## src/hdl/kmeans_lloyd_clustering_macros.svh

```systemverilog
// assertion macros for the k-means clustering top level
`ifndef KMEANS_LLOYD_CLUSTERING_MACROS_SVH
`define KMEANS_LLOYD_CLUSTERING_MACROS_SVH

// same-cycle implication, checked outside reset
`define KMC_ASSERT_IMP(lbl, clk, rst_n, ante, cons, msg) \
    lbl: assert property (@(posedge clk) disable iff (!rst_n) (ante) |-> (cons)) else $error(msg);

// next-cycle implication, checked outside reset
`define KMC_ASSERT_NXT(lbl, clk, rst_n, ante, cons, msg) \
    lbl: assert property (@(posedge clk) disable iff (!rst_n) (ante) |=> (cons)) else $error(msg);

`endif

```

## src/hdl/kmc_pkg.sv

```systemverilog
// shared types and constants for the k-means clustering block
`timescale 1ns / 1ps
package kmc_pkg;

    localparam int COORD_W = 24;
    localparam int SUM_W   = 40;
    localparam int DIST_W  = 53;
    localparam int IDX_W   = 3;

    localparam logic [1:0] OP_POINT = 2'd0;
    localparam logic [1:0] OP_CENT  = 2'd1;
    localparam logic [1:0] OP_RUN   = 2'd2;

    localparam logic [1:0] REG_NUM_POINTS = 2'd0;
    localparam logic [1:0] REG_NUM_CLUST  = 2'd1;
    localparam logic [1:0] REG_NUM_DIMS   = 2'd2;
    localparam logic [1:0] REG_MAX_ITER   = 2'd3;

    // coordinate travelling down the cell chain
    typedef struct packed {
        logic               valid;
        logic               mode_sum;
        logic               last;
        logic [IDX_W-1:0]   dim;
        logic [IDX_W-1:0]   tag;
        logic [COORD_W-1:0] coord;
    } t_link;

    // best centroid so far for the point in flight
    typedef struct packed {
        logic              valid;
        logic [DIST_W-1:0] sq_dist;
        logic [IDX_W-1:0]  idx;
    } t_best;

    // centroid coordinate write into one cell
    typedef struct packed {
        logic               en;
        logic [IDX_W-1:0]   idx;
        logic [IDX_W-1:0]   dim;
        logic [COORD_W-1:0] val;
    } t_cwr;

endpackage

```

## src/hdl/kmc_cell.sv

```systemverilog
// one centroid cell: distance, compare-and-forward, per-cluster sums
`timescale 1ns / 1ps
module kmc_cell #(
    parameter int CELL_IDX = 0,
    parameter int MAX_DIMS = 8,
    parameter int CNT_W    = 11
) (
    input  logic                         i_clk,
    input  logic                         i_rst_n,
    input  logic                         i_active,
    input  logic                         i_clear,
    input  kmc_pkg::t_link               i_link,
    output kmc_pkg::t_link               o_link,
    input  kmc_pkg::t_best               i_best,
    output kmc_pkg::t_best               o_best,
    input  kmc_pkg::t_cwr                i_cwr,
    input  logic [kmc_pkg::IDX_W-1:0]    i_rd_dim,
    output logic [kmc_pkg::COORD_W-1:0] o_cent,
    output logic [kmc_pkg::SUM_W-1:0]   o_sum,
    output logic [CNT_W-1:0]             o_count
);

    localparam int DIM_IW = (MAX_DIMS > 1) ? $clog2(MAX_DIMS) : 1;
    localparam int SQ_W   = 2 * (kmc_pkg::COORD_W + 1);

    logic [kmc_pkg::COORD_W-1:0] r_cent [MAX_DIMS];
    logic [kmc_pkg::SUM_W-1:0]   r_sum  [MAX_DIMS];
    logic [CNT_W-1:0]            r_count;

    kmc_pkg::t_link r_link;
    kmc_pkg::t_best r_best;

    logic                        r_s1_valid;
    logic                        r_s1_first;
    logic                        r_s1_last;
    logic [SQ_W-1:0]             r_sq;
    logic [kmc_pkg::DIST_W-1:0]  r_acc;

    logic [DIM_IW-1:0]           w_rd_a;
    logic [kmc_pkg::COORD_W-1:0] w_cent_rd;
    logic [kmc_pkg::SUM_W-1:0]   w_sum_rd;
    logic signed [kmc_pkg::COORD_W:0] w_diff;
    logic signed [SQ_W-1:0]      w_prod;
    logic [kmc_pkg::DIST_W-1:0]  w_dist;
    logic                        w_take;
    logic                        w_mine;

    // chain traffic owns the array port while it flows, the sequencer otherwise
    assign w_rd_a    = i_link.valid ? i_link.dim[DIM_IW-1:0] : i_rd_dim[DIM_IW-1:0];
    assign w_cent_rd = r_cent[w_rd_a];
    assign w_sum_rd  = r_sum[w_rd_a];

    assign w_diff = $signed({i_link.coord[kmc_pkg::COORD_W-1], i_link.coord})
                  - $signed({w_cent_rd[kmc_pkg::COORD_W-1], w_cent_rd});
    assign w_prod = w_diff * w_diff;

    assign w_dist = r_s1_first ? {{(kmc_pkg::DIST_W-SQ_W){1'b0}}, r_sq}
                               : r_acc + {{(kmc_pkg::DIST_W-SQ_W){1'b0}}, r_sq};
    // strict less keeps the lower index on ties
    assign w_take = i_active && (!i_best.valid || (w_dist < i_best.sq_dist));
    assign w_mine = i_link.valid && i_link.mode_sum
                 && (i_link.tag == kmc_pkg::IDX_W'(CELL_IDX));

    always_ff @(posedge i_clk) begin
        if (!i_rst_n) begin
            r_link.valid <= 1'b0;
            r_s1_valid   <= 1'b0;
            r_best.valid <= 1'b0;
        end else begin
            r_link.valid <= i_link.valid;
            r_s1_valid   <= i_link.valid && !i_link.mode_sum;
            r_best.valid <= r_s1_valid && r_s1_last;
        end
    end

    always_ff @(posedge i_clk) begin
        r_link.mode_sum <= i_link.mode_sum;
        r_link.last     <= i_link.last;
        r_link.dim      <= i_link.dim;
        r_link.tag      <= i_link.tag;
        r_link.coord    <= i_link.coord;
        r_s1_first      <= (i_link.dim == '0);
        r_s1_last       <= i_link.last;
        r_sq            <= w_prod;
        if (r_s1_valid) begin
            r_acc <= w_dist;
        end
        if (r_s1_valid && r_s1_last) begin
            if (w_take) begin
                r_best.sq_dist <= w_dist;
                r_best.idx     <= kmc_pkg::IDX_W'(CELL_IDX);
            end else begin
                r_best.sq_dist <= i_best.sq_dist;
                r_best.idx     <= i_best.idx;
            end
        end
    end

    always_ff @(posedge i_clk) begin
        if (i_clear) begin
            for (int i = 0; i < MAX_DIMS; i++) begin
                r_sum[i] <= '0;
            end
            r_count <= '0;
        end else if (w_mine) begin
            r_sum[w_rd_a] <= w_sum_rd
                + {{(kmc_pkg::SUM_W-kmc_pkg::COORD_W){i_link.coord[kmc_pkg::COORD_W-1]}},
                   i_link.coord};
            if (i_link.last) begin
                r_count <= r_count + CNT_W'(1);
            end
        end
        if (i_cwr.en && (i_cwr.idx == kmc_pkg::IDX_W'(CELL_IDX))) begin
            r_cent[i_cwr.dim[DIM_IW-1:0]] <= i_cwr.val;
        end
    end

    assign o_link  = r_link;
    assign o_best  = r_best;
    assign o_cent  = w_cent_rd;
    assign o_sum   = w_sum_rd;
    assign o_count = r_count;

endmodule

```

## config.mk

```make
export PLATFORM = sky130hd
export DESIGN_NAME = kmc_cell
export DESIGN_NICKNAME = d
export VERILOG_FILES = /design/src/hdl/kmeans_lloyd_clustering_macros.svh /design/src/hdl/kmc_pkg.sv /design/src/hdl/kmc_cell.sv
export SDC_FILE = /design/constraint.sdc
export NUM_CORES = 2
export LEC_CHECK = 0
export BUFFER_PORTS_ARGS = -buffer_cell sky130_fd_sc_hd__buf_2
export CAP_MARGIN = 5
export CORE_MARGIN = 3
export CORE_UTILIZATION = 40
export CTS_CLUSTER_DIAMETER = 100
export DETAILED_ROUTE_END_ITERATION = 10
export PLACE_DENSITY_LB_ADDON = 0.25
export SLEW_MARGIN = 10
export SYNTH_ARGS = -nofsm -noshare
export SYNTH_HDL_FRONTEND = slang
export SYNTH_SLANG_ARGS = --single-unit
```

## constraint.sdc

```tcl
create_clock -name i_clk -period 14.3 [get_ports i_clk]
set_clock_uncertainty 0.15 [all_clocks]
set_input_delay 0 -clock i_clk [delete_from_list [all_inputs] [get_ports i_clk]]
set_output_delay 0 -clock i_clk [all_outputs]
set_load 0.005 [all_outputs]
```

### Word-level counts from Yosys, hierarchy flattened

Memories as Yosys holds them, arrays and structs flattened.
Cells that the tools add are included.
W data, S select, Z words.

| storage, ports and cells | value |
|---|---|
| RAM bits | 512 |
| output and inout bits | 165 |
| flip-flop bits (word level) | 206 |
| memories | 2 |
| logic and storage cells | 49 |

| operators by class | value |
|---|---|
| $mul | 1 |
| order comparisons | 1 |
| muxes and demuxes | 13 |
| $add $sub $neg | 4 |
| reductions and logical operators | 14 |

Memory list:

| name | words | width | rd ports | clocked after Yosys merged registers in | write ports | RTL line | source |
|---|---|---|---|---|---|---|---|
| r_sum | 8 | 40 | 1 | 0 | 8 | kmc_cell.sv:27 | `logic [kmc_pkg::SUM_W-1:0] r_sum [MAX_DIMS];` |
| r_cent | 8 | 24 | 1 | 0 | 1 | kmc_cell.sv:26 | `logic [kmc_pkg::COORD_W-1:0] r_cent [MAX_DIMS];` |

Operator list:

| operator | number |
|---|---|
| $mux W56 | 1 |
| $add A53 B50 Y53 | 1 |
| $lt A53 B53 Y1 | 1 |
| $mux W53 | 1 |
| $mul A25 B25 Y50 | 1 |
| $add A40 B40 Y40 | 1 |
| $mux W40 | 1 |
| $reduce_or A40 Y1 | 1 |
| $sub A24 B24 Y25 | 1 |
| $add A11 B1 Y11 const B | 1 |
| $logic_not A3 Y1 | 3 |
| $mux W1 | 8 |
| $logic_and A1 B1 Y1 | 6 |
| $mux W3 | 2 |
| $logic_not A1 Y1 | 2 |
| $reduce_and A2 Y1 | 1 |
| $logic_or A1 B1 Y1 | 1 |

### Logic depth before layout (Yosys ltp)

| logic depth | value |
|---|---|
| depth after elaboration | 7 |
| gate-level depth with buffers | 51 |
| depth with buffers taken out | 45 |

### Worst setup path after synthesis

Ideal clock, no wire load.

| timing | value |
|---|---|
| path type | input port to flip-flop |
| start | input port i_link[32] (netlist name) |
| end | register r_sq[43] |
| buffers on the path | 6 |
| arrival | 10630 ps |
| required time | 14023 ps |
| stages | 45 |
| library setup time | 127 ps |
| path slack | 3394 ps |
| cell sequence | buf_6 -> clkbuf_1 -> nand2_1 -> o2bb2ai_1 -> clkbuf_1 -> and2_1 -> clkbuf_1 -> clkbuf_1 -> a22o_1 -> nor3_1 -> ha_1 -> or4_1 -> or2_2 -> o311a_1 -> a32oi_1 -> a21oi_1 -> a2111oi_0 -> o21bai_1 -> [... 9 more ...] -> fa_1 -> inv_1 -> fa_1 -> inv_1 -> fa_1 -> inv_1 -> fa_1 -> ha_1 -> and2_1 -> and3_1 -> a221o_1 -> a21oi_1 -> a21oi_1 -> or4b_1 -> a31oi_1 -> or2_2 -> o21ai_0 -> xor2_1 |

| between the ends | value |
|---|---|
| cells in the longest elaborated chain, start to end | 4 |

RTL lines:

| element | RTL line | source |
|---|---|---|
| from (decl) | kmc_cell.sv:12 | `input kmc_pkg::t_link i_link,` |
| $mux W3 | kmc_cell.sv:49 | `assign w_rd_a = i_link.valid ? i_link.dim[DIM_IW-1:0] : i_rd_dim[DIM_IW-1:0];` |
| $mem_v2 Z8 W24 | -- |  |
| $sub A24 B24 Y25 | kmc_cell.sv:54 | `- $signed({w_cent_rd[kmc_pkg::COORD_W-1], w_cent_rd});` |
| $mul A25 B25 Y50 | kmc_cell.sv:55 | `assign w_prod = w_diff * w_diff;` |
| via w_prod[43] | kmc_cell.sv:43 | `logic signed [SQ_W-1:0] w_prod;` |
| to (signal assigned) | kmc_cell.sv:84 | `r_sq <= w_prod;` |
| to (decl) | kmc_cell.sv:36 | `logic [SQ_W-1:0] r_sq;` |

The timed path passes the listed nets, and every way through them passes these cells.
A chain may end at the register's enable or synchronous reset.

### Worst setup path in the final report

Same ends and word-level chain as after synthesis.

==> metrics.md <==
| Metric | Value |
|---|---|
| Run status | `finished clean` |
| Setup WS pre-CTS | `approximately 1.8 ns` |
| Crit Reg-Reg Startpoint | `r_cent[3][0]$_DFFE_PP_` |
| H-Tree Depth | `3` |
| Hpwl dp | `117,200 microns` |
| Clock Sinks | `717` |
| Longest Clk Path Bufs | `3` |
| Synth unique cells | `slightly below 90` |
| # rows | `~130` |
| Synth top area cells | `edfxtp_1 35%, fa_1 23%, ha_1 7.1%` |
| Inserted Clock Buffers | `a little over 80` |
| Clock transition at path regs | `0.06 ns` |
| Hold path start | `i_best[35]` |
| Core area | `132,500 sq um` |
| Worst setup SP type | `input pin` |
| YS warnings | `0` |
| Nets@finish | `~6.5k` |
| DR DRC count | `0` |
| RSZ-0062 raised after global routing | `false` |
| CTS hold repair buffers | `approximately 220` |
| # Max-Cap Violations | `0` |
| Total routed wirelength | `between 150,000 and 200,000 microns` |
| Largest net degree at the start of global routing | `between 60 and 70` |
| Period utilization | `around 87%` |
| Total die area | `around 140,000 sq um` |
| Synth Area per Inst | `10.83 sq um` |
| Worst Slack Setup Final | `roughly 1.8 ns` |
| Crit path time final | `between 10 and 15 ns` |
| Synth area leader | `edfxtp_1` |
| Initial detailed-routing violation count | `3,262` |
| Number of global-route vias before repair | `just over 40k` |
| Die width | `around 370 microns` |
| Starting Density | `40.57%` |
| Critical path arrival | `between 10 and 15 ns` |
| Area fraction of the dominant cell type after synthesis | `34.70%` |
| Root buffer cell | `clkbuf_16` |
| Setup bufs post-CTS | `0` |
| Quantity of gates resized following cts | `0` |
| Post-synth EDFFs | `621` |
| DRT Pass-1 Iters | `6` |
| Vias/cell | `roughly 5.4` |
| R2R Setup Slk | `around 2.7 ns` |
| Dpl cell area | `between 50,000 and 60,000 sq um` |
| Antenna Violating Nets Remaining | `0` |
| Setup TNS | `0 ns` |
| CP required | `around 15 ns` |
| Routed via count | `around 39k` |
| Rel. slew slack | `between 20% and 30%` |
| Fin. Hold Viols | `0` |
| Most numerous cell in the Yosys netlist | `inv_1` |
| Worst-path maximum fanout | `26` |
| Worst Setup End Kind | `flop` |
| First-pass GRT wire length | `around 250,000 microns` |
| Cell mode on critical path | `fa_1` |
| RD Place Congestion | `0.9183` |
| I/O Pins | `approximately 290` |
| Fraction of layout cells with a size suffix above 1 | `a little over a tenth` |
| Reg2Reg Depth | `37` |
| Sequential fraction of the synthesis area | `around two fifths` |
| Yosys reg bits | `717` |
| Hold Path End | `o_best[35]$_DFFE_PP_` |
| Crit-path slowest cell | `fa_1` |
| Critical path type | `input pin to flop` |
| Worst path max stage delay | `0.98 ns` |
| Post-Syn Area | `around 54,000 sq um` |
| Gr usage total | `24.12%` |
| Ys flop type | `edfxtp_1` |
| CTS tree | `yes` |
| Critical R2R Capture | `r_sq[43]$_DFF_P_` |
| Port Buffer Count | `292` |
| GR Overflow Total | `0` |
| F_max | `roughly 80 MHz` |
| Min-Delay Path Depth | `4` |
| Actual slew at the worst max-slew pin | `1.058 ns` |
| Gate Count Post-Synth | `roughly 5.0k` |
| Hold Path Class | `input pin to flop` |
| Initial antenna violation count | `12` |
| Post-Syn Nets | `roughly 6k` |
| Layout Area Growth over Synthesis | `16.14%` |
| Ys async rst share | `0%` |
| Max Slew Vio Count | `0` |
| WL/cell | `about 23 microns` |
| Clk_lat worst skew | `roughly 0.74 ns` |
| Setup violations, final | `0` |
| Final Cell Area | `~62,000 sq um` |
| Synth cell count leaders | `786 x inv_1, 621 x edfxtp_1, 611 x fa_1` |
| Die height | `372.5 microns` |
==> logic make-up after synthesis <==
group,after synthesis,share of synthesized area [%]
XOR/XNOR,170,2.848
adder cells (fa/ha/maj),920,29.95
AND/OR/NAND/NOR,1265,10.09
buffers and inverters,988,6.976
multiplexers,37,0.8056
flip-flops,717,38.28
AO/OA/AOI/OAI,867,11.05
==> critical path, delay by kind of cell <==
family	cells	cell delay, ns
adders and majority gates	9	4.91
AOI/OAI and AO/OA	12	2.90
and+or+nand+nor	8	2.50
buffers and inverters	8	1.72
muxes	1	0.67
xor gates and xnor gates	1	0.15
==> flip-flops by register name, indices dropped and copies added, names as in the netlist <==
signal	flops
r_cent	192
o_link	32
o_best	57
r_s1_valid	1
o_count	11
r_s1_first	1
r_s1_last	1
r_acc	53
r_sum	320
r_sq	49
==> how the worst max path moves through the flow <==
stage,depth (start not counted),startpoint,end
after floorplan,45,i_link[32],r_sq[43]$_DFF_P_
after global placement,38,i_link[32],r_sq[43]$_DFF_P_
after detailed placement,40,i_link[32],r_sq[43]$_DFF_P_
after CTS,41,i_link[32],r_sq[43]$_DFF_P_
after global routing,42,i_link[32],r_sq[43]$_DFF_P_
final,39,i_link[32],r_sq[43]$_DFF_P_
==> per-layer routing <==
layer | routed length [microns] | part of all wire (%) | vias to the layer above | GRT usage [%]
met4 | 5661 | 3.4 | 10 | 7.991
met3 | 12340 | 7.4 | 295 | 4.501
met2 | 83260 | 50 | 1488 | 42.49
met5 | 69 | 0.042 | - | 0
li1 | - | - | 17670 | -
met1 | 64340 | 39 | 19820 | 29.70
==> cells in the final DEF (no fill, tap or decap), types with 48 or more instances in the layout <==
| cell type | n |
|---|---|
| inv_1 | 786 |
| edfxtp_1 | 621 |
| fa_1 | 611 |
| nor2_1 | 589 |
| nand2_1 | 351 |
| ha_1 | 307 |
| buf_2 | 292 |
| dlygate4sd3_1 | 222 |
| a21oi_1 | 202 |
| o21ai_0 | 136 |
| a22oi_1 | 121 |
| xnor2_1 | 103 |
| dfxtp_1 | 94 |
| a21o_1 | 91 |
| clkbuf_16 | 82 |
| buf_4 | 79 |
| a22o_1 | 77 |
| xor2_1 | 58 |
| nand3_1 | 48 |
==> through the flow <==
stage	std cells	hold WS (ns)	util, %
floorplan	4964	-0.1223	-
global placement	6896	-0.03338	43.38
detailed placement	6896	-0.03124	43.38
CTS	7271	0.0002616	47.11
global route	7271	0.04504	47.11
finish	7276	0.05097	47.12
==> final cells by class <==
class	count	area, sq um
clock buffers	116	2270
flip-flops and latches	717	20570
inverters	794	2983
diodes	5	12.51
clock inverters	37	441.7
fillers	12360	70050
multi-input cells	3259	29660
repair buffers	593	4277
well taps	1755	2196
Power is left out: the tool's default activity adds up to more than one toggle a clock period on the data nets, which glitch-free logic cannot reach.
