===== config.mk =====
export PLATFORM = sky130hd
export DESIGN_NAME = kmc_div
export DESIGN_NICKNAME = d
export VERILOG_FILES = /design/src/hdl/kmeans_lloyd_clustering_macros.svh /design/src/hdl/kmc_pkg.sv /design/src/hdl/kmc_div.sv
export SDC_FILE = /design/constraint.sdc
export NUM_CORES = 1
export LEC_CHECK = 0
export ABC_CLOCK_PERIOD_IN_PS = 2870
export BUFFER_PORTS_ARGS = -buffer_cell sky130_fd_sc_hd__buf_4
export CAP_MARGIN = 20
export CORE_ASPECT_RATIO = 0.8
export CORE_MARGIN = 2
export CORE_UTILIZATION = 40
export DETAILED_ROUTE_END_ITERATION = 10
export PLACE_DENSITY = 0.64
export SYNTH_ARGS = -nofsm -noshare
export SYNTH_HDL_FRONTEND = slang
export SYNTH_SLANG_ARGS = --single-unit
export TNS_END_PERCENT = 20

===== constraint.sdc =====
create_clock -name i_clk -period 2.87 [get_ports i_clk]
set_input_delay 0.574 -clock i_clk [delete_from_list [all_inputs] [get_ports i_clk]]
set_output_delay 0.574 -clock i_clk [all_outputs]
set_load 0.005 [all_outputs]

===== src/hdl/kmeans_lloyd_clustering_macros.svh =====
// assertion macros for the k-means clustering top level
`ifndef KMEANS_LLOYD_CLUSTERING_MACROS_SVH
`define KMEANS_LLOYD_CLUSTERING_MACROS_SVH

// same-cycle implication, checked outside reset
`define KMC_ASSERT_IMP(lbl, clk, rst_n, ante, cons, msg) \
    lbl: assert property (@(posedge clk) disable iff (!rst_n) (ante) |-> (cons)) else $error(msg);

// next-cycle implication, checked outside reset
`define KMC_ASSERT_NXT(lbl, clk, rst_n, ante, cons, msg) \
    lbl: assert property (@(posedge clk) disable iff (!rst_n) (ante) |=> (cons)) else $error(msg);

`endif


===== src/hdl/kmc_pkg.sv =====
// shared types and constants for the k-means clustering block
`timescale 1ns / 1ps
package kmc_pkg;

    localparam int COORD_W = 24;
    localparam int SUM_W   = 40;
    localparam int DIST_W  = 53;
    localparam int IDX_W   = 3;

    localparam logic [1:0] OP_POINT = 2'd0;
    localparam logic [1:0] OP_CENT  = 2'd1;
    localparam logic [1:0] OP_RUN   = 2'd2;

    localparam logic [1:0] REG_NUM_POINTS = 2'd0;
    localparam logic [1:0] REG_NUM_CLUST  = 2'd1;
    localparam logic [1:0] REG_NUM_DIMS   = 2'd2;
    localparam logic [1:0] REG_MAX_ITER   = 2'd3;

    // coordinate travelling down the cell chain
    typedef struct packed {
        logic               valid;
        logic               mode_sum;
        logic               last;
        logic [IDX_W-1:0]   dim;
        logic [IDX_W-1:0]   tag;
        logic [COORD_W-1:0] coord;
    } t_link;

    // best centroid so far for the point in flight
    typedef struct packed {
        logic              valid;
        logic [DIST_W-1:0] sq_dist;
        logic [IDX_W-1:0]  idx;
    } t_best;

    // centroid coordinate write into one cell
    typedef struct packed {
        logic               en;
        logic [IDX_W-1:0]   idx;
        logic [IDX_W-1:0]   dim;
        logic [COORD_W-1:0] val;
    } t_cwr;

endpackage


===== src/hdl/kmc_div.sv =====
// restoring divider: signed sum over unsigned count, truncating toward zero
`timescale 1ns / 1ps
module kmc_div #(
    parameter int CNT_W = 11
) (
    input  logic                         i_clk,
    input  logic                         i_rst_n,
    input  logic                         i_start,
    input  logic [kmc_pkg::SUM_W-1:0]   i_dividend,
    input  logic [CNT_W-1:0]             i_divisor,
    output logic                         o_busy,
    output logic                         o_done,
    output logic [kmc_pkg::COORD_W-1:0] o_quot
);

    localparam int STEP_W = $clog2(kmc_pkg::SUM_W + 1);

    logic                        r_busy;
    logic                        r_done;
    logic                        r_neg;
    logic [kmc_pkg::SUM_W-1:0]   r_num;
    logic [CNT_W-1:0]            r_rem;
    logic [CNT_W-1:0]            r_div;
    logic [STEP_W-1:0]           r_step;

    logic [CNT_W:0]              w_rem_sh;
    logic                        w_ge;
    logic [CNT_W:0]              w_rem_nx;

    assign w_rem_sh = {r_rem, r_num[kmc_pkg::SUM_W-1]};
    assign w_ge     = (w_rem_sh >= {1'b0, r_div});
    assign w_rem_nx = w_ge ? (w_rem_sh - {1'b0, r_div}) : w_rem_sh;

    always_ff @(posedge i_clk) begin
        if (!i_rst_n) begin
            r_busy <= 1'b0;
            r_done <= 1'b0;
        end else begin
            r_done <= 1'b0;
            if (i_start) begin
                r_busy <= 1'b1;
            end else if (r_busy && (r_step == STEP_W'(kmc_pkg::SUM_W - 1))) begin
                r_busy <= 1'b0;
                r_done <= 1'b1;
            end
        end
    end

    always_ff @(posedge i_clk) begin
        if (i_start) begin
            r_neg  <= i_dividend[kmc_pkg::SUM_W-1];
            r_num  <= i_dividend[kmc_pkg::SUM_W-1] ? (~i_dividend + 1'b1) : i_dividend;
            r_rem  <= '0;
            r_div  <= i_divisor;
            r_step <= '0;
        end else if (r_busy) begin
            r_num  <= {r_num[kmc_pkg::SUM_W-2:0], w_ge};
            r_rem  <= w_rem_nx[CNT_W-1:0];
            r_step <= r_step + STEP_W'(1);
        end
    end

    // quotient bits sit in r_num once the shifts are done, sign applied here
    assign o_busy = r_busy;
    assign o_done = r_done;
    assign o_quot = r_neg ? (~r_num[kmc_pkg::COORD_W-1:0] + 1'b1)
                          : r_num[kmc_pkg::COORD_W-1:0];

endmodule


== Yosys cells after proc, flatten, opt, wreduce, memory -nomap -nowiden ==
Index checks and enable logic that the tools add are counted.

* Bits in writable memories: 0
* Bits in latches: 0
* Memories: 0
* Memory bits (read-only): 0
* Register bits after elaboration: 71
* Output and inout bits: 26

* Bitwise operators: 3
* $add $sub $neg: 4
* Shifts and indexed selects: 0
* Div/mod/pow operators: 0
* Reduce and logical (&&, ||, !) cells: 4
* Magnitude comparators: 1
* Multiply operators: 0
* Multiplexer cells: 8
* Eq/ne operators: 1

{| class="wikitable"
|+ Operators with widths
! kind !! count
|-
| 40-bit two-way mux || 3
|-
| 40-bit by 1-bit adder with 40-bit output, second input constant || 1
|-
| 40-bit NOT || 1
|-
| 24-bit by 1-bit adder with 24-bit output, second input constant || 1
|-
| 24-bit two-way mux || 1
|-
| 24-bit NOT || 1
|-
| 12-bit by 11-bit greater-or-equal comparator with 1-bit output || 1
|-
| 11-bit two-way mux || 1
|-
| 11-bit subtractor || 1
|-
| 6-bit by 1-bit adder with 6-bit output, second input constant || 1
|-
| 6-bit equality test, second input constant || 1
|-
| 2-bit nonzero test || 2
|-
| 1-bit two-way mux || 3
|-
| 2-bit OR reduction || 1
|-
| 1-bit logical AND || 1
|-
| 1-bit NOT || 1
|}

== Logic depth before layout (Yosys ltp) ==
Gate-level depths: netlist of the first run.

* Word-level depth: 4
* Mapped depth: 10
* Mapped depth without buffers: 9

== Worst setup path before layout of the first run ==
OpenSTA, ideal clock, no wires.

* Kind: register to output
* From: register r_num[11] (netlist bit)
* To: output o_quot[23] (netlist bit)
* Data required time: 2296 ps
* Cell stages (with the launch flop): 6
* Setup slack: 142 ps
* Arrival: 2154 ps
* Cell sequence: edfxtp_1 or4_4 or4_4 or3_4 o41ai_4 xnor2_1

* Longest elaborated chain between the ends: 3

{| class="wikitable"
|+ Ends and longest elaborated chain
! what !! RTL line !! text
|-
| start: declaration || kmc_div.sv:21 || <nowiki>logic [kmc_pkg::SUM_W-1:0] r_num;</nowiki>
|-
| start signal: assignment || kmc_div.sv:52 || <nowiki>r_num <= i_dividend[kmc_pkg::SUM_W-1] ? (~i_dividend + 1'b1) : i_dividend;</nowiki>
|-
| start signal: assignment || kmc_div.sv:57 || <nowiki>r_num <= {r_num[kmc_pkg::SUM_W-2:0], w_ge};</nowiki>
|-
| 24-bit NOT || kmc_div.sv:66 || <nowiki>assign o_quot = r_neg ? (~r_num[kmc_pkg::COORD_W-1:0] + 1'b1)</nowiki>
|-
| 24-bit by 1-bit adder with 24-bit output || kmc_div.sv:66 ||
|-
| 24-bit two-way mux || kmc_div.sv:66 ||
|-
| end: declaration || kmc_div.sv:13 || <nowiki>output logic [kmc_pkg::COORD_W-1:0] o_quot</nowiki>
|}

Every way passes these cells.

== Worst setup path in the final report of the first run ==
Same ends and word-level chain as after synthesis.

==> impl_metrics.yaml, run 1 <==
layout:
  nets: 672
  final_common_cell: "buf_4"
  area_growth_pct: 25.61
  drive_gt1_share_pct: 22.37
  layout_common_cells: "103 x buf_4, 65 x nor2_1, 52 x edfxtp_1, 49 x a21oi_1, 41 x xor2_1"
  antenna-diode-count: 0
route:
  drt_pass1_iterations: 5
  wl_met2_um: 5106
  dr_wl_met3_um: 649
  drt-vias-per-instance: 5.443
  drt_iter0_markers: 399
  dr.max_layer_used: "met4"
  met1_length_um: 5736
  ant_nets: 0
  routed_wl_um: 11660
  routed-via-count: 4115
  wl_per_cell_um: 15.42
  route.detailed.drc: 0
run_status:
  status: "finished with violations"
  violations: "setup timing"
timing:
  relSlewSlack_pct: 49.82
  hold_viol: 0
  period_needed_ns: 3.254
  min_period_over_period_pct: 113.4
  worst_slew_pin_slew_ns: 0.7527
  slew_violations: 0
  setup_slack_ns: -0.3841
  rsz0062_at_grt: "yes"
  skew_ns: 0.009390
  finalSetupViolations: 12
  finalSetupTns_ns: -2.606
  clock.fmax_mhz: 307.3
critical_path:
  path_common_cell: "or4_4"
  crit_chain: "or4_4 -> or4_4 -> or3_4 -> o41ai_4 -> xnor2_1 -> buf_4"
  cp.arrival_ns: 2.68
  critPathKind: "reg2out"
  slowest_stage: "or4_4"
  crit_path_max_incr_delay_ns: 0.55
  rr_worst_depth: 10
  startpoint_type: "register"
  endpoint_kind: "output port"
  path_max_fanout: 4
  cp.required_ns: 2.30
hold_path:
  min_path_cells: 1
  min_path_type: "in2reg"
flow_run:
  maxCapViolCount: 0
clock_network:
  numClockSinks: 71
  clock_path_buffers: 2
  tritoncts: "yes"
  numCtsBuffers: 9
  cts_root_buffer: "clkbuf_16"
  cts.clk_slew.worst_paths_ns: 0.06
  clock_latency_ns: 0.33
  cts_hold_buf: 0
  cts_htree_levels: 3
floorplanning:
  ios: 80
  num_rows: 35
  dieWidth_um: 125.7
  die_h_um: 101.3
  dieArea_um2: 12740
  core_area_um2: 11520
  initial_utilization_pct: 41.14
power_and_ir_drop:
  ir_drop_v: 0.0003021
  total_power_uw: 3281
  powerDensity_nw_per_um2: 551.3
  p_leak_uw: 0.002371
global_route:
  grt_pass1_vias: 3828
  grt_antenna_before_repair: 0
  grt_max_degree: 71
  grt_pass1_wl_um: 18860
  overflow: 0
  grt_usage_pct: 18.28
yosys:
  avgSynthCellArea_um2: 9.201
  synthesis.nets: 584
  synth_edf_count: 52
  synth.cell_area_um2: 4738
  synthArstFlopShare_pct: 0
  ys.flop_type: "edfxtp_1"
  yosysSeqAreaShare_pct: 40.98
  synth_cells: 515
  ys_warn_count: 0
  synth-seq-cells: 71
  synth.distinct_cells: 57
placement:
  gp_congestion: 0.9161
  dp_hpwl_um: 8609
  portBuffers: 79
==> sequential cells by signal, summed over array words and instances, names as in the netlist <==
register  flops
o_done        1
r_rem        11
r_step        6
o_busy        1
r_div        11
r_neg         1
r_num        40
==> area by class of cell <==
class                   instances  area (um^2)
well taps                     148        185.2
multi-input cells             393         2613
fillers                      1074         5565
clock buffers                  13        292.8
flip-flops and latches         71         1942
repair buffers                105        813.3
clock inverters                 3        20.02
inverters                      23        86.33
==> where the power goes <==
| part | switching, uW | leakage [uW] | internal, uW |
|---|---|---|---|
| clock network | 436 | 0.000156 | 715 |
| registers | 81.2 | 0.000666 | 1220 |
| logic | 424 | 0.00155 | 401 |
==> worst paths after layout <==
kind	slack, ns	end	from
max	-0.38	o_quot[23]	r_num[11]
min	0.41	r_div[2]	i_divisor[2]
max reg2reg	0.27	r_rem[2]	r_num[39]
min reg2reg	0.50	r_step[5]	r_step[5]
==> cells in the mapped netlist (2+ instances only) <==
master / number / area, um^2
a2111oi_0: 2 / 17.52
a211o_1: 4 / 35.03
a211oi_1: 4 / 30.03
a21o_1: 5 / 37.54
a21oi_1: 49 / 245.2
a311oi_1: 7 / 61.31
a31oi_1: 3 / 18.77
a41o_1: 3 / 30.03
and3_1: 2 / 12.51
buf_1: 2 / 7.510
clkbuf_1: 25 / 93.84
dfxtp_1: 19 / 380.4
edfxtp_1: 52 / 1562
ha_1: 14 / 175.2
inv_1: 23 / 86.33
mux2i_1: 2 / 20.02
nand2_1: 26 / 97.59
nand2b_1: 3 / 18.77
nand3_1: 17 / 85.08
nand4_1: 5 / 31.28
nor2_1: 65 / 244.0
nor2b_1: 3 / 18.77
nor3_1: 8 / 40.04
nor4_1: 4 / 25.02
o2111ai_1: 2 / 17.52
o21ai_0: 28 / 140.1
o31ai_1: 15 / 112.6
o41ai_1: 8 / 70.07
or2_2: 4 / 25.02
or3_1: 9 / 56.30
or4_1: 8 / 60.06
or4_4: 3 / 33.78
xnor2_1: 27 / 236.5
xor2_1: 41 / 359.1
==> metrics by stage <==
step | hold WS, ns | worst slack, ns | instance area (um^2) | util [%] | std cells
6_report | 0.4120 | -0.3841 | 5952 | 51.68 | 756
5_1_grt | 0.3979 | -0.4592 | 5952 | 51.68 | 756
4_1_cts | 0.4027 | -0.3962 | 5933 | 51.52 | 754
3_5_place_dp | 0.4891 | -0.03133 | 5613 | 48.73 | 738
3_3_place_gp | 0.4687 | -0.01058 | 5613 | 48.73 | 738
2_1_floorplan | 0.4588 | 0.1423 | 4738 | - | 515
==> worst max-delay path, delay by kind of cell (launching register included) <==
family | cells | cell delay [ns]
and+or+nand+nor | 3 | 1.40
DFF | 1 | 0.38
AOI/OAI and AO/OA | 1 | 0.28
xor gates and xnor gates | 1 | 0.16
buffers and inverters | 1 | 0.13
==> cell families after synthesis <==
logic type | Yosys count | synth area share [%]
AO/OA/AOI/OAI | 143 | 20.12
XOR/XNOR | 68 | 12.57
adder cells (fa/ha/maj) | 15 | 4.119
buffers and inverters | 51 | 4.119
flip-flops | 71 | 40.98
multiplexers | 3 | 0.6602
AND/OR/NAND/NOR | 164 | 17.43
==> routing by layer <==
layer / vias up / global-route usage (%)
met1: 1900 / 26.05
met2: 124 / 28.65
met3: 15 / 3.275
li1: 2076 / -
met4: 0 / 5.385
met5: - / 0
==> what timing repair did <==
item | 4_1_cts | 5_1_grt
resized for setup | 2 | 2
pin swaps | 0 | 1
setup endpoints to repair | 14 | 15
setup buffers | 0 | 2
(Power assumes the default switching activity.)
==> run 2, diff against run 1 <==
==> constraint.sdc (replaced) <==
create_clock -name i_clk -period 2.87 [get_ports i_clk]
set_input_delay 0.574 -clock i_clk [delete_from_list [all_inputs] [get_ports i_clk]]
set_output_delay 0.574 -clock i_clk [all_outputs]
set_load 0.05 [all_outputs]
==> run 2 against run 1 <==
  * The flow still finishes with violations (setup timing)
  * First-iteration DRC count down 22%
  * Clock skew down 0.0030 ns
  * Via count up 1.3%
  * Combinational power up 32%
  * Clock-buffer cell count unchanged
  * Non-clock buffer count up 4
  * Final area up 1.1%
  * Register-to-register slack about the same
  * Critical path depth unchanged
  * Maximum frequency down 1.8%
  * Utilization up 0.59 points
  * Highest routed layer unchanged
==> impl_metrics.yaml, run 2 (synthesis gave the netlist of run 1 again) <==
clock_network:
  cts_hold_buf: 0
  numCtsBuffers: 9
  cts_root_buffer: "clkbuf_16"
  cts_htree_levels: 3
  cts.clk_slew.worst_paths_ns: 0.06
  tritoncts: "yes"
  numClockSinks: 71
  clock_latency_ns: 0.33
  clock_path_buffers: 2
route:
  route.detailed.drc: 0
  routed_wl_um: 11810
  drt_iter0_markers: 310
  wl_per_cell_um: 15.53
  drt-vias-per-instance: 5.487
  drt_pass1_iterations: 5
  ant_nets: 0
  routed-via-count: 4170
power_and_ir_drop:
  p_int_uw: 2310
  clkPwrFrac_pct: 30.8
  switchingPower_uw: 1151
  ir_drop_v: 0.0003677
  switching_share_pct: 33.26
  powerDensity_nw_per_um2: 575.0
  p_seq_share_pct: 37.8
  p_leak_uw: 0.002412
  combPwrFrac_pct: 31.4
timing:
  skew_ns: 0.006359
  worst_slew_pin_slew_ns: 0.7366
  finalSetupViolations: 15
  hold_viol: 0
  min_period_over_period_pct: 115.5
  clock.fmax_mhz: 301.7
  period_needed_ns: 3.315
  rsz0062_at_grt: "yes"
  holdWs_ns: 0.4153
  setup_slack_ns: -0.4446
  slew_violations: 0
  relSlewSlack_pct: 50.89
global_route:
  grt_max_degree: 113
  grt_use_met2_pct: 28.98
  busiest_layer: "met2"
  grt_antenna_before_repair: 0
  grt_pass1_vias: 3891
  grtUsageMet3_pct: 4.437
  overflow: 0
  grt.met1_usage_pct: 26.54
  grt_pass1_wl_um: 19220
  grt_usage_pct: 18.73
floorplanning:
  dieArea_um2: 12740
  num_rows: 35
  initial_utilization_pct: 41.14
  dieWidth_um: 125.7
  die_h_um: 101.3
  ios: 80
  core_area_um2: 11520
critical_path:
  startpoint_type: "register"
  cp.arrival_ns: 2.74
  endpoint_kind: "output port"
  path_max_fanout: 4
  critPathKind: "reg2out"
  cp.required_ns: 2.30
layout:
  seqCellArea_um2: 1942
  instances_no_fill: 760
  nets: 676
  fill_cells: 1063
  layout_common_cells: "102 x buf_4, 65 x nor2_1, 52 x edfxtp_1, 49 x a21oi_1, 39 x xor2_1"
  regMostFlops: "r_num"
  largest_reg_flops: 40
  final_core_util_pct: 52.27
  reg_top3: "r_num x40, r_div x11, r_rem x11"
  drive_gt1_share_pct: 23.86
  area_growth_pct: 27.04
  final_common_cell: "buf_4"
  antenna-diode-count: 0
  multi_input_area_um2: 2666
placement:
  portBuffers: 79
  placed_cells: 743
  dp_hpwl_um: 8629
  post-place-ws_ns: -0.1326
  gp_congestion: 0.8946
run_status:
  violations: "setup timing"
  status: "finished with violations"
hold_path:
  min_path_type: "in2reg"
flow_run:
  maxCapViolCount: 0
[run 2: worst max-delay path, stage by stage, from the launching register on]
cell and delay, ns:
edfxtp_1 0.39, or4_4 0.54, or4_4 0.43, or3_4 0.41, o41ai_4 0.30, xnor2_2 0.16, buf_6 0.18
[run 2: what timing repair did]
| action | 4_1_cts | 5_1_grt |
|---|---|---|
| endpoints found under the setup margin | 15 | 15 |
| gates resized for setup | 9 | 1 |
| buffers inserted | 0 | 1 |
| pin swaps | 0 | 0 |
[run 2: final cells by class]
| type | count | share of cell area (%) |
|---|---|---|
| repair buffers | 109 | 14.18 |
| clock inverters | 3 | 0.2494 |
| inverters | 23 | 1.434 |
| flip-flops and latches | 71 | 32.26 |
| clock buffers | 13 | 4.510 |
| well taps | 148 | 3.076 |
| multi-input cells | 393 | 44.29 |
[run 2: metrics by stage]
| step | total power, uW | TNS, ns | area [um^2] |
|---|---|---|---|
| final | 3461 | -3.658 | 6020 |
| after global routing | 3633 | -5.185 | 6020 |
| after CTS | 3481 | -3.731 | 6007 |
| after detailed placement | 2393 | -0.4264 | 5690 |
| after global placement | 2372 | -0.2795 | 5690 |
| after floorplan | 2037 | -0.4041 | 4791 |
[run 2: power by group through the flow]
stage	sequential [uW]	clock (uW)	combinational, uW
2_1_floorplan	1310	0	731
4_1_cts	1310	1090	1080
3_5_place_dp	1330	0	1070
5_1_grt	1320	1140	1180
6_report	1310	1070	1090
3_3_place_gp	1320	0	1050
[run 2: layer usage]
metal | wire length [um] | vias up
met5 | 0 | -
met4 | 112 | 0
met3 | 676 | 11
met2 | 5347 | 105
met1 | 5668 | 1967
li1 | - | 2087
[run 2: final timing paths]
| check | startpoint | slack, ns | depth (start not counted) | endpoint |
|---|---|---|---|---|
| max | r_num[11] | -0.44 | 6 | o_quot[23] |
| min | i_divisor[5] | 0.42 | 1 | r_div[5] |
| min reg2reg | r_step[5] | 0.49 | 2 | r_step[5] |
| max reg2reg | r_num[39] | 0.26 | 10 | r_rem[8] |
